[config.mk]
export PLATFORM = sky130hd
export DESIGN_NAME = maze_wall_map_with_frontier_search
export DESIGN_NICKNAME = d
export VERILOG_FILES = /design/src/mwmfs_pkg.sv /design/src/mwmfs_ram.sv /design/src/maze_wall_map_with_frontier_search.sv
export VERILOG_INCLUDE_DIRS = /design/src /design/src/src
export SDC_FILE = /design/constraint.sdc
export NUM_CORES = 2
export LEC_CHECK = 0
export ABC_AREA = 1
export BUFFER_PORTS_ARGS = -buffer_cell sky130_fd_sc_hd__clkbuf_2
export CAP_MARGIN = 20
export CORE_ASPECT_RATIO = 1.1
export CORE_MARGIN = 1.5
export CORE_UTILIZATION = 30
export DETAILED_ROUTE_END_ITERATION = 8
export SKIP_CTS_REPAIR_TIMING = 1
export SLEW_MARGIN = 20
export SYNTH_ARGS = -nofsm -noshare
export SYNTH_HDL_FRONTEND = slang
export SYNTH_SLANG_ARGS = --single-unit
[constraint.sdc]
create_clock -name clk -period 29 [get_ports clk]
set_input_delay 2.9 -clock clk [delete_from_list [all_inputs] [get_ports clk]]
set_output_delay 2.9 -clock clk [all_outputs]
set_load 0.03 [all_outputs]
[src/maze_wall_map_with_frontier_search_defines.svh]
// Assertion macros shared by the maze wall map RTL.
`ifndef MAZE_WALL_MAP_WITH_FRONTIER_SEARCH_DEFINES_SVH
`define MAZE_WALL_MAP_WITH_FRONTIER_SEARCH_DEFINES_SVH

// The consequence must hold in the same cycle as the antecedent.
`define MWMFS_ASSERT_NOW(label, clk, rst_n, ante, cons, msg) \
    label: assert property (@(posedge clk) disable iff (!rst_n) (ante) |-> (cons)) \
        else $error(msg);

// The consequence must hold in the cycle after the antecedent.
`define MWMFS_ASSERT_NEXT(label, clk, rst_n, ante, cons, msg) \
    label: assert property (@(posedge clk) disable iff (!rst_n) (ante) |=> (cons)) \
        else $error(msg);

`endif

[src/mwmfs_pkg.sv]
// Types and constants of the maze wall map with frontier search.
package mwmfs_pkg;

    localparam int CFG_W      = 5;
    localparam int COORD_W    = 4;
    localparam int SIDE_RESET = 16;

    typedef enum logic [1:0] {
        OP_UPDATE   = 2'd0,
        OP_FRONTIER = 2'd1,
        OP_CLEAR    = 2'd2,
        OP_QUERY    = 2'd3
    } op_t;

    // Cell status codes.
    localparam logic [1:0] STAT_UNKNOWN = 2'd0;
    localparam logic [1:0] STAT_FREE    = 2'd1;
    localparam logic [1:0] STAT_VISITED = 2'd2;

    // Wall bit positions; the opposite side is always two positions away.
    localparam logic [1:0] DIR_N = 2'd0;
    localparam logic [1:0] DIR_E = 2'd1;
    localparam logic [1:0] DIR_S = 2'd2;
    localparam logic [1:0] DIR_W = 2'd3;

    typedef struct packed {
        op_t                operation;
        logic [COORD_W-1:0] cell_x;
        logic [COORD_W-1:0] cell_y;
        logic [3:0]         wall_bits;
    } req_t;

    typedef struct packed {
        logic               found;
        logic [COORD_W-1:0] frontier_x;
        logic [COORD_W-1:0] frontier_y;
        logic [3:0]         cell_walls;
        logic [1:0]         cell_status;
        logic               wall_present;
    } rsp_t;

    // One word of the map memory.
    typedef struct packed {
        logic [1:0] status;
        logic [3:0] walls;
    } cell_t;

    localparam int CELL_W = $bits(cell_t);

endpackage

[src/mwmfs_ram.sv]
// Generic single-clock RAM with one write port and one registered read port.
module mwmfs_ram #(
    parameter int WIDTH = 6,
    parameter int DEPTH = 256,
    localparam int AW   = $clog2(DEPTH)
) (
    input  logic             clk,
    input  logic             we,
    input  logic [AW-1:0]    waddr,
    input  logic [WIDTH-1:0] wdata,
    input  logic [AW-1:0]    raddr,
    output logic [WIDTH-1:0] rdata
);

    logic [WIDTH-1:0] mem [DEPTH];

    always_ff @(posedge clk)
    begin
        if (we)
        begin
            mem[waddr] <= wdata;
        end
        rdata <= mem[raddr];
    end

endmodule

[src/maze_wall_map_with_frontier_search.sv]
// Maze wall map with frontier search: top level with its sequencer and map memory.
//
// The block keeps a square map of up to MAX_SIDE x MAX_SIDE cells, each holding four
// wall bits (north, east, south, west from bit 0 up; north is toward y+1, east toward
// x+1) and a status of unknown, free or visited. The map lives in a single RAM with one
// write port and one registered read port, and every operation is a short sequence of
// read, modify and write steps on it, so the block works on one request beat at a time.
// An update writes the cell, then reads each of its four neighbors in turn and rewrites
// those in bounds (mirroring a wall or turning an unknown neighbor free); an update or
// a query on a cell out of bounds goes straight to its response. A clear sweeps the
// whole memory at one entry per cycle. A frontier search walks the active cells in row
// order and looks at the open neighbors of each known cell one by one through the
// single read port of the map, stopping at the first frontier it finds. Writing
// maze_side on the configuration channel changes the active side (values above
// MAX_SIDE saturate, zero leaves no cell in bounds) and starts the same clearing sweep
// without producing a response. After reset the block runs that sweep too, so it holds
// requests off and takes the first beat only once the sweep is done.
// The configuration channel is ready only while the block is idle, and a waiting
// configuration write holds request beats off, so the two never land in the same cycle.
// Every request beat produces exactly one response beat. A finished response sits in an
// output register, and the block returns to idle as soon as that register is free.
`include "maze_wall_map_with_frontier_search_defines.svh"

module maze_wall_map_with_frontier_search #(
    parameter int MAX_SIDE = 16
) (
    input  logic                             clk,
    input  logic                             rst_n,
    input  logic                             req_valid,
    output logic                             req_stall,
    input  mwmfs_pkg::req_t                  req,
    output logic                             rsp_valid,
    input  logic                             rsp_stall,
    output mwmfs_pkg::rsp_t                  rsp,
    input  logic                             cfg_valid,
    output logic                             cfg_ready,
    input  logic [mwmfs_pkg::CFG_W-1:0]      cfg_maze_side
);

    import mwmfs_pkg::*;

    // Coordinate width inside the map, side width (must hold MAX_SIDE itself),
    // memory depth and address width, and a compare width that also covers
    // the fixed-width request coordinates.
    localparam int CW    = $clog2(MAX_SIDE);
    localparam int SW    = CW + 1;
    localparam int DEPTH = MAX_SIDE * MAX_SIDE;
    localparam int AW    = $clog2(DEPTH);
    localparam int CMPW  = (SW > COORD_W) ? SW : COORD_W;

    localparam logic [SW-1:0] SIDE_INIT =
        SW'((SIDE_RESET > MAX_SIDE) ? MAX_SIDE : SIDE_RESET);
    localparam logic [AW-1:0] LAST_ADDR = AW'(DEPTH - 1);

    typedef enum logic [9:0] {
        S_IDLE     = 10'b00_0000_0001,
        S_CLEAR    = 10'b00_0000_0010,
        S_UPD_CTR  = 10'b00_0000_0100,
        S_UPD_NB   = 10'b00_0000_1000,
        S_QRY_RD   = 10'b00_0001_0000,
        S_QRY_DATA = 10'b00_0010_0000,
        S_SCAN_RD  = 10'b00_0100_0000,
        S_SCAN_CTR = 10'b00_1000_0000,
        S_SCAN_NB  = 10'b01_0000_0000,
        S_RESULT   = 10'b10_0000_0000
    } state_t;

    // Linear address of a cell: row-major with a fixed stride of MAX_SIDE.
    function automatic logic [AW-1:0] cell_addr(input logic [CW-1:0] x,
                                                input logic [CW-1:0] y);
        return AW'(int'(y) * MAX_SIDE + int'(x));
    endfunction

    // Address of the neighbor on one side. Only used where that neighbor exists.
    function automatic logic [AW-1:0] nb_addr(input logic [CW-1:0] x,
                                              input logic [CW-1:0] y,
                                              input logic [1:0]    dir);
        logic [CW-1:0] nx;
        logic [CW-1:0] ny;
        nx = x;
        ny = y;
        case (dir)
            DIR_N:   ny = y + CW'(1);
            DIR_E:   nx = x + CW'(1);
            DIR_S:   ny = y - CW'(1);
            DIR_W:   nx = x - CW'(1);
            default: nx = x;
        endcase
        return cell_addr(nx, ny);
    endfunction

    // Lowest set side of a mask; north has priority.
    function automatic logic [1:0] first_dir(input logic [3:0] mask);
        logic [1:0] dir;
        if (mask[DIR_N])
        begin
            dir = DIR_N;
        end
        else if (mask[DIR_E])
        begin
            dir = DIR_E;
        end
        else if (mask[DIR_S])
        begin
            dir = DIR_S;
        end
        else
        begin
            dir = DIR_W;
        end
        return dir;
    endfunction

    state_t          state_reg,   state_next;
    logic [SW-1:0]   side_reg,    side_next;
    logic [AW-1:0]   clr_reg,     clr_next;
    logic            clr_op_reg,  clr_op_next;
    logic            rsp_valid_reg, rsp_valid_next;
    logic [CW-1:0]   cx_reg,      cx_next;
    logic [CW-1:0]   cy_reg,      cy_next;
    logic [3:0]      wall_reg,    wall_next;
    logic [1:0]      nb_reg,      nb_next;
    logic [3:0]      pend_reg,    pend_next;
    rsp_t            res_reg,     res_next;
    rsp_t            rsp_reg;

    logic            ram_we;
    logic [AW-1:0]   ram_waddr;
    logic [AW-1:0]   ram_raddr;
    cell_t           wr_cell;
    logic [CELL_W-1:0] ram_rdata;
    cell_t           rd_cell;

    logic            req_fire;
    logic            cfg_fire;
    logic            rsp_load;
    logic            req_in_bounds;
    logic [SW-1:0]   cx_ext;
    logic [SW-1:0]   cy_ext;
    logic [3:0]      nb_exists;
    logic [3:0]      cand;
    logic [1:0]      pick_c;
    logic [1:0]      pick_p;
    logic [1:0]      mirror;
    logic            last_x;
    logic            last_y;
    logic [CW-1:0]   adv_x;
    logic [CW-1:0]   adv_y;
    cell_t           upd_cell;

    mwmfs_ram #(
        .WIDTH (CELL_W),
        .DEPTH (DEPTH)
    ) u_map (
        .clk   (clk),
        .we    (ram_we),
        .waddr (ram_waddr),
        .wdata (wr_cell),
        .raddr (ram_raddr),
        .rdata (ram_rdata)
    );

    // A configuration write is taken only while idle and keeps request beats off
    // meanwhile, so it can never swallow an accepted request.
    assign rd_cell   = ram_rdata;
    assign req_stall = (state_reg != S_IDLE) || cfg_valid;
    assign req_fire  = req_valid && !req_stall;
    assign cfg_ready = (state_reg == S_IDLE);
    assign cfg_fire  = cfg_valid && cfg_ready;
    assign rsp_valid = rsp_valid_reg;
    assign rsp       = rsp_reg;

    assign req_in_bounds = (CMPW'(req.cell_x) < CMPW'(side_reg)) &&
                           (CMPW'(req.cell_y) < CMPW'(side_reg));

    // Neighbor existence and scan stepping for the current cell.
    assign cx_ext = SW'(cx_reg);
    assign cy_ext = SW'(cy_reg);
    assign nb_exists[DIR_N] = (cy_ext + SW'(1)) < side_reg;
    assign nb_exists[DIR_E] = (cx_ext + SW'(1)) < side_reg;
    assign nb_exists[DIR_S] = (cy_reg != '0);
    assign nb_exists[DIR_W] = (cx_reg != '0);

    assign cand   = ~rd_cell.walls & nb_exists;
    assign pick_c = first_dir(cand);
    assign pick_p = first_dir(pend_reg);

    assign last_x = (cx_ext + SW'(1)) == side_reg;
    assign last_y = (cy_ext + SW'(1)) == side_reg;
    assign adv_x  = last_x ? '0 : cx_reg + CW'(1);
    assign adv_y  = last_x ? cy_reg + CW'(1) : cy_reg;

    // Neighbor rewrite during an update: mirror the wall, or free an unknown cell.
    assign mirror = nb_reg + 2'd2;
    always_comb
    begin
        upd_cell = rd_cell;
        if (wall_reg[nb_reg])
        begin
            upd_cell.walls[mirror] = 1'b1;
        end
        else if (rd_cell.status == STAT_UNKNOWN)
        begin
            upd_cell.status = STAT_FREE;
        end
    end

    always_comb
    begin
        state_next  = state_reg;
        side_next   = side_reg;
        clr_next    = clr_reg;
        clr_op_next = clr_op_reg;
        cx_next     = cx_reg;
        cy_next     = cy_reg;
        wall_next   = wall_reg;
        nb_next     = nb_reg;
        pend_next   = pend_reg;
        res_next    = res_reg;
        rsp_load    = 1'b0;
        ram_we      = 1'b0;
        ram_waddr   = cell_addr(cx_reg, cy_reg);
        wr_cell     = '0;
        ram_raddr   = cell_addr(cx_reg, cy_reg);

        unique case (state_reg)
            S_IDLE:
            begin
                if (req_fire)
                begin
                    cx_next   = CW'(req.cell_x);
                    cy_next   = CW'(req.cell_y);
                    wall_next = req.wall_bits;
                    res_next  = '0;
                    unique case (req.operation)
                        OP_UPDATE:
                        begin
                            state_next = req_in_bounds ? S_UPD_CTR : S_RESULT;
                        end
                        OP_FRONTIER:
                        begin
                            cx_next    = '0;
                            cy_next    = '0;
                            state_next = (side_reg == '0) ? S_RESULT : S_SCAN_RD;
                        end
                        OP_CLEAR:
                        begin
                            clr_next    = '0;
                            clr_op_next = 1'b1;
                            state_next  = S_CLEAR;
                        end
                        OP_QUERY:
                        begin
                            if (req_in_bounds)
                            begin
                                state_next = S_QRY_RD;
                            end
                            else
                            begin
                                res_next.wall_present = 1'b1;
                                state_next            = S_RESULT;
                            end
                        end
                        default:
                        begin
                            state_next = S_RESULT;
                        end
                    endcase
                end
            end

            S_CLEAR:
            begin
                ram_we    = 1'b1;
                ram_waddr = clr_reg;
                wr_cell   = '0;
                if (clr_reg == LAST_ADDR)
                begin
                    state_next = clr_op_reg ? S_RESULT : S_IDLE;
                end
                else
                begin
                    clr_next = clr_reg + AW'(1);
                end
            end

            S_UPD_CTR:
            begin
                ram_we         = 1'b1;
                wr_cell.status = STAT_VISITED;
                wr_cell.walls  = wall_reg;
                ram_raddr      = nb_addr(cx_reg, cy_reg, DIR_N);
                nb_next        = DIR_N;
                state_next     = S_UPD_NB;
            end

            S_UPD_NB:
            begin
                ram_we    = nb_exists[nb_reg];
                ram_waddr = nb_addr(cx_reg, cy_reg, nb_reg);
                wr_cell   = upd_cell;
                ram_raddr = nb_addr(cx_reg, cy_reg, nb_reg + 2'd1);
                if (nb_reg == DIR_W)
                begin
                    state_next = S_RESULT;
                end
                else
                begin
                    nb_next = nb_reg + 2'd1;
                end
            end

            S_QRY_RD:
            begin
                state_next = S_QRY_DATA;
            end

            S_QRY_DATA:
            begin
                res_next.cell_walls   = rd_cell.walls;
                res_next.cell_status  = rd_cell.status;
                res_next.wall_present = |(rd_cell.walls & wall_reg);
                state_next            = S_RESULT;
            end

            S_SCAN_RD:
            begin
                state_next = S_SCAN_CTR;
            end

            S_SCAN_CTR:
            begin
                if ((rd_cell.status != STAT_UNKNOWN) && (cand != '0))
                begin
                    ram_raddr  = nb_addr(cx_reg, cy_reg, pick_c);
                    pend_next  = cand & ~(4'b0001 << pick_c);
                    state_next = S_SCAN_NB;
                end
                else if (last_x && last_y)
                begin
                    state_next = S_RESULT;
                end
                else
                begin
                    cx_next   = adv_x;
                    cy_next   = adv_y;
                    ram_raddr = cell_addr(adv_x, adv_y);
                end
            end

            S_SCAN_NB:
            begin
                if (rd_cell.status == STAT_UNKNOWN)
                begin
                    res_next.found      = 1'b1;
                    res_next.frontier_x = COORD_W'(cx_reg);
                    res_next.frontier_y = COORD_W'(cy_reg);
                    state_next          = S_RESULT;
                end
                else if (pend_reg != '0)
                begin
                    ram_raddr = nb_addr(cx_reg, cy_reg, pick_p);
                    pend_next = pend_reg & ~(4'b0001 << pick_p);
                end
                else if (last_x && last_y)
                begin
                    state_next = S_RESULT;
                end
                else
                begin
                    cx_next    = adv_x;
                    cy_next    = adv_y;
                    ram_raddr  = cell_addr(adv_x, adv_y);
                    state_next = S_SCAN_CTR;
                end
            end

            S_RESULT:
            begin
                if (!rsp_valid_reg || !rsp_stall)
                begin
                    rsp_load   = 1'b1;
                    state_next = S_IDLE;
                end
            end

            default:
            begin
                state_next = S_IDLE;
            end
        endcase

        // A configuration write sets the side and restarts the clearing sweep.
        if (cfg_fire)
        begin
            if (int'(cfg_maze_side) > MAX_SIDE)
            begin
                side_next = SW'(MAX_SIDE);
            end
            else
            begin
                side_next = SW'(cfg_maze_side);
            end
            clr_next    = '0;
            clr_op_next = 1'b0;
            state_next  = S_CLEAR;
        end
    end

    assign rsp_valid_next = rsp_load || (rsp_valid_reg && rsp_stall);

    always_ff @(posedge clk or negedge rst_n)
    begin
        if (!rst_n)
        begin
            state_reg     <= S_CLEAR;
            side_reg      <= SIDE_INIT;
            clr_reg       <= '0;
            clr_op_reg    <= 1'b0;
            rsp_valid_reg <= 1'b0;
        end
        else
        begin
            state_reg     <= state_next;
            side_reg      <= side_next;
            clr_reg       <= clr_next;
            clr_op_reg    <= clr_op_next;
            rsp_valid_reg <= rsp_valid_next;
        end
    end

    always_ff @(posedge clk)
    begin
        cx_reg   <= cx_next;
        cy_reg   <= cy_next;
        wall_reg <= wall_next;
        nb_reg   <= nb_next;
        pend_reg <= pend_next;
        res_reg  <= res_next;
        if (rsp_load)
        begin
            rsp_reg <= res_reg;
        end
    end

    `MWMFS_ASSERT_NEXT(a_cfg_starts_clear, clk, rst_n, cfg_valid && cfg_ready,
        state_reg == S_CLEAR, "configuration write did not start a clearing sweep")
    `MWMFS_ASSERT_NOW(a_readonly_no_write, clk, rst_n,
        state_reg == S_IDLE || state_reg == S_QRY_DATA ||
        state_reg == S_SCAN_CTR || state_reg == S_SCAN_NB,
        !ram_we, "map written during a read-only step")
    `MWMFS_ASSERT_NOW(a_scan_in_bounds, clk, rst_n, state_reg == S_SCAN_CTR,
        (cx_ext < side_reg) && (cy_ext < side_reg), "frontier scan left the active area")
    `MWMFS_ASSERT_NOW(a_rsp_from_result, clk, rst_n, $rose(rsp_valid),
        $past(state_reg == S_RESULT), "response raised outside the result step")
    `MWMFS_ASSERT_NEXT(a_result_waits, clk, rst_n,
        state_reg == S_RESULT && rsp_valid && rsp_stall,
        state_reg == S_RESULT, "finished result dropped while output was stalled")

endmodule

==> After elaboration in Yosys (flattened, before gate mapping) <==
Memory sizes are Yosys's and may differ from the RTL's. A register that Yosys moved wholly into a read port is not among the register bits.
Index checks and enable logic that the tools add are counted.
{ "op_classes": {"shift": 2, "n_lt_le_gt_ge": 8, "bitwise": 8, "eq_ne": 45, "reduce_logical": 45, "addsub": 16, "muxes": 105} }
{ "ops": {"columns": ["cell", "count"], "rows": [
  ["10-bit 2-to-1 mux", 14],
  ["4-bit 2-to-1 mux", 34],
  ["10-bit one-hot mux with 10 select lines", 1],
  ["4-bit one-hot mux with 2 select lines", 9],
  ["8-bit 2-to-1 mux", 8],
  ["8-bit by 4-bit adder with 8-bit output", 7],
  ["10-bit one-hot mux with 4 select lines", 1],
  ["8-bit one-hot mux with 2 select lines", 2],
  ["8-bit one-hot mux with 4 select lines", 1],
  ["4-bit one-hot mux with 3 select lines", 2],
  ["2-bit equality test (second input constant)", 10],
  ["9-bit one-hot mux with 2 select lines", 1],
  ["4-bit AND", 4],
  ["16-bit 2-to-1 mux", 1],
  ["2-bit nonzero test", 8],
  ["4-bit nonzero test", 4],
  ["1-bit 2-to-1 mux", 15],
  ["2-bit 2-to-1 mux", 7],
  ["2-bit inequality test (second input constant)", 7],
  ["7-bit one-hot mux with 2 select lines", 1],
  ["2-bit logical NOT", 6],
  ["3-bit inequality test (second input constant)", 4],
  ["4-bit NOT", 3],
  ["6-bit one-hot mux with 2 select lines", 1],
  ["other kinds (48)", 78]
]} }
{ "totals": {"output_inout_bits": 19, "mem_count": 1, "ramBits": 1536, "elab_cells": 252, "input_bits": 24, "ff_bits": 75} }
{ "mem_list": {"columns": ["memory", "depth", "word_bits", "read_ports", "rd_ports_with_merged_regs", "write_ports", "line", "rtl"], "rows": [
  ["u_map.mem", 256, 6, 1, 1, 1, "mwmfs_ram.sv:15", "logic [WIDTH-1:0] mem [DEPTH];"]
]} }

==> Longest topological paths before layout <==
{ "logic_depth": {"depth_word": 13, "depth_mapped": 30, "ltp_nobuf": 28} }

==> Hierarchy <==
A second synthesis with hierarchy kept.
{ "hier_totals": {"hier_cells": 6179, "hier_area_um2": 69022.4} }
{ "by_module_without_submodules": {"columns": ["module", "instances", "area_each_um2", "seq_area_each_um2", "cells_per_inst"], "rows": [
  ["mwmfs_ram", 1, 63151.8, 46244.4, 5386],
  ["maze_wall_map_with_frontier_search", 1, 5870.6, 2129.5, 793]
]} }

==> Worst setup path after synthesis <==
No wires, ideal clock.
{ "synth_path": {"path_type": "register -> register", "start": "reg state_reg[4]", "end": "mem u_map.mem[0][5] (data pin)", "period_less_slack_ps": 13303, "setup_time_ps": 2189, "setup_slack_ps": 15697, "path_buffers": 2, "path_stages_with_launch": 8, "arrival_ps": 11115, "t_required_ps": 26811, "cell_sequence": "dfrtp_1 > nor2_4 > nand2_2 > buf_6 > nor2_1 > nand2_2 > clkbuf_1 > o21ai_0"} }
{ "synth_between": {"elab_chain_len": 2, "word_cells_on_any_way": 3, "classes_between": "eq/ne (2); mux (1)"} }
{ "synth_rtl": {"columns": ["item", "line", "rtl"], "rows": [
  ["start, declared", "maze_wall_map_with_frontier_search.sv:114", "state_t state_reg, state_next;"],
  ["start signal, assigned", "maze_wall_map_with_frontier_search.sv:424", "state_reg <= state_next;"],
  ["10-bit by 4-bit equality test with 1-bit output / 10-bit by 3-bit equality test with 1-bit output (equally long branches)", "maze_wall_map_with_frontier_search.sv:226", "unique case (state_reg)"],
  ["6-bit one-hot mux with 2 select lines (*)", "maze_wall_map_with_frontier_search.sv:226", null],
  ["via u_map.wdata[5]", "mwmfs_ram.sv:10", "input logic [WIDTH-1:0] wdata,"],
  ["end, declared", "mwmfs_ram.sv:15", null]
]} }
Mark *: on every way through the listed nets, which the timed path passes. The rest lies on a longest branch.

==> Worst setup path after layout <==
{ "layout_path": {"start": "reg cy_reg[0]", "end": "reg u_map.rdata[1], read port of u_map.mem"} }
{ "layout_between": {"elab_chain_len": 12, "word_cells_on_any_way": 42, "classes_between": "add/sub (9); order compare (1); eq/ne (4); mux (22); bitwise (1); reduce/logical (5)"} }
{ "layout_rtl": {"columns": ["item", "line", "rtl"], "rows": [
  ["start, declared", "maze_wall_map_with_frontier_search.sv:120", "logic [CW-1:0] cy_reg, cy_next;"],
  ["start signal, assigned", "maze_wall_map_with_frontier_search.sv:435", "cy_reg <= cy_next;"],
  ["branches (longest 11 deep; another with 8-bit by 4-bit adder with 8-bit output)", null, null],
  ["8-bit one-hot mux with 4 select lines (*)", "maze_wall_map_with_frontier_search.sv:226", null],
  ["end, declared", "mwmfs_ram.sv:12", "output logic [WIDTH-1:0] rdata"]
]} }
Every way passes the cells marked *. The select of a mux whose other input is x is not followed.
A chain may end at the register's enable or synchronous reset.

==> metrics.cfg <==
[outcome]
status=finished clean

[worst_setup_path]
r2r_setup_slack_ns=20.93
startpoint_type=register
criticalPathCategory=register to register
cp_max_fo=223
cp_top_family=simple AND/OR/NAND/NOR gates
r2r_cells=23
crit_cells=23
arrival_ns=8.76
cpMaxStageDelayCell=buf_4
crit_chain=clkinv_1 > ha_1 > ha_1 > nand2_1 > nor2_1 > nand2_1 > nand4_1 > nand2_1 > nand4_1 > nand3_2 > nand2_8 > nand2_8 > buf_4 > buf_12 > nand2_1 > nand3_1 > nand3_1 > nand3_1 > nand3_1 > nand3_1 > nand3_1 > nand3_1 > nand2_1
path_buf_inv=3
end_kind=register
cpPeakStageDelay_ns=0.88
worstPathRequired_ns=29.69
worst_path_most_repeated_cell=nand3_1

[timing]
clock.fmax_ghz=0.124
fin_skew_ns=0.0297
worst_pin_slew_ns=1.19
grt_setup_unrepaired=no
finalHoldViolations=0
slew_headroom=0.210
fin_crit_ns=8.07
setup_viol=0
layout_setup_ws_ns=20.93
tns_ns=0
fin_crit_sh=0.278
final-max-slew-violation-count=0

[floorplanning]
die_x_um=474
ios=43
fp-row-count=189
die_area_um2=247000
die_y_um=521
initial_core_util=0.303
core_um2=242000

[flow_run]
maxCapViolations=0

[global_routing]
grt_first_pass_wirelength_mm=315
track_usage=0.168
grt_start_max_net_pins=224
grt_pass1_vias=48898
antenna_found_initial=4
grt_overflow=0

[route]
drt-pass1-iter-count=7
drtIter0Drc=5139
wl_mm=212
drc=0
wire_per_inst_um=20.8
vias=50082
ant_nets=0
via_per_inst=4.93

[placement]
detailed_place_hpwl_mm=121
place_inst=9870
port_buffers=42
place_congestion=0.907
preCtsSetupSlack_ns=20.96

[synth]
synth_fa_ha_area_frac=0.00462
async_flop_share=0.0155
yosys.cell_types.count=55
synth_edf_count=1586
syn_avg_cell_area_um2=10.5
synth_area_leaders=edfxtp_1 (65%), nand3_1 (9.0%), nand2_1 (7.5%)
synthMuxAreaShare=0.000137
ys_seq_area_frac=0.662
synth_top_area_share=0.651
synth_ff_type=edfxtp_1
syn_nets=6987
synth_top_family_by_area=simple AND/OR/NAND/NOR gates
netlist_area_um2=73100
synth-seq-cells=1617
yosys_warnings=0
synth_top_area_cell=edfxtp_1
synth_xor_area_frac=0.00120
synthCells=6936
synth_compound_area_frac=0.0266
synth-simple-area-share=0.230

[clock_network]
clock_path_buffers=3
clock_latency_ns=0.82
cts.sinks=1617
cts_tree=done
htreeDepth=4
cts_buffers=160
root_buffer=clkbuf_16
clkTransAtPathRegs_ns=0.06

[final_layout]
fin_cells=10161
syn2layout_area_growth_pct=11.3
largest_reg_flops=1536
drive_above_1_share=0.0554
fill_cells=24204
fin_nets=6838
final_util=0.337

[pwr]
total_power_mw=5.74
ir_drop_uv=64.8
cellPowerDensity_nw_per_um2=70.5
p_leak_nw=31.5

[min_path]
whs_path_depth=0
hold_path.class=register to register

power by group:
group	switching, mW	internal, mW
combinational	0.803	0.264
clock	0.904	1.16
sequential	0.0252	2.58
path summary, 6_finish.rpt:
check                                  from              to
min in group asynchronous             rst_n     side_reg[3]
worst min register to register  res_reg[13]         rsp[13]
worst max register to register    cy_reg[0]  u_map.rdata[1]
worst min-delay path            res_reg[13]         rsp[13]
worst max-delay path              cy_reg[0]  u_map.rdata[1]
max in group asynchronous             rst_n      clr_reg[4]
metal layers:
| metal | routed length, um | track usage | vias to the layer above |
|---|---|---|---|
| met4 | 9670 | 0.0739 | 2 |
| met2 | 102000 | 0.280 | 1894 |
| met1 | 86200 | 0.216 | 24519 |
| li1 | - | - | 23265 |
| met3 | 13900 | 0.0241 | 402 |
| met5 | 13 | 0 | - |
synthesized netlist by cell type (3+ instances only):
cell type / n
o21ai_0: 134
o221ai_1: 6
buf_4: 19
xor2_1: 10
clkinv_1: 6
or2_1: 6
nand3b_1: 381
ha_1: 27
o22ai_1: 12
nand4_1: 12
a21oi_1: 38
nand3_2: 5
buf_2: 229
dfrtp_1: 23
nor2_1: 372
dfxtp_1: 6
inv_2: 12
a31oi_1: 4
nand2_2: 5
nor2_4: 4
buf_6: 4
inv_1: 927
nor4_1: 5
edfxtp_1: 1586
nor3_1: 18
clkbuf_1: 138
o211ai_1: 93
nand3_1: 1315
o2111ai_1: 3
nand2_1: 1461
nor2_2: 6
a221oi_1: 8
buf_1: 29
placed cells by master, fill, tap and decap left out, types with 23 or more instances in the layout:
cell type	instances
edfxtp_1	1586
nand2_1	1457
clkbuf_2	42
o211ai_1	93
o21ai_0	131
clkinv_1	43
nor2_1	372
a21oi_1	36
inv_1	925
clkbuf_1	36
nand3b_1	381
nand3_1	1315
dfrtp_1	23
clkbuf_16	165
buf_4	53
ha_1	27
through the flow:
| step | hold slack (ns) | instance area (um2) |
|---|---|---|
| CTS | 0.420 | 81300 |
| global placement | 0.402 | 76200 |
| finish | 0.420 | 81300 |
| global route | 0.424 | 81300 |
| floorplan | 0.400 | 73100 |
| detailed placement | 0.406 | 76200 |
logic make-up after synthesis:
| kind of cell | Yosys count |
|---|---|
| and+or+nand+nor | 3599 |
| DFF | 1617 |
| AOI/OAI and AO/OA | 315 |
| adders and majority gates | 27 |
| xor gates and xnor gates | 10 |
| other | 1 |
| buffers and inverters | 1366 |
| muxes | 1 |
cell type report:
class | instances | area (um2) | share of cell area
Multi-Input combinational cell | 3953 | 19400 | 0.238
Antenna cell | 1 | 2.50 | 0.0000308
Clock inverter | 87 | 833 | 0.0102
Clock buffer | 201 | 4260 | 0.0524
Timing Repair Buffer | 109 | 886 | 0.0109
Sequential cell | 1617 | 48400 | 0.595
Inverter | 946 | 3570 | 0.0438
Tap cell | 3247 | 4060 | 0.0499
Note: power is estimated with default switching activity, not from simulation.
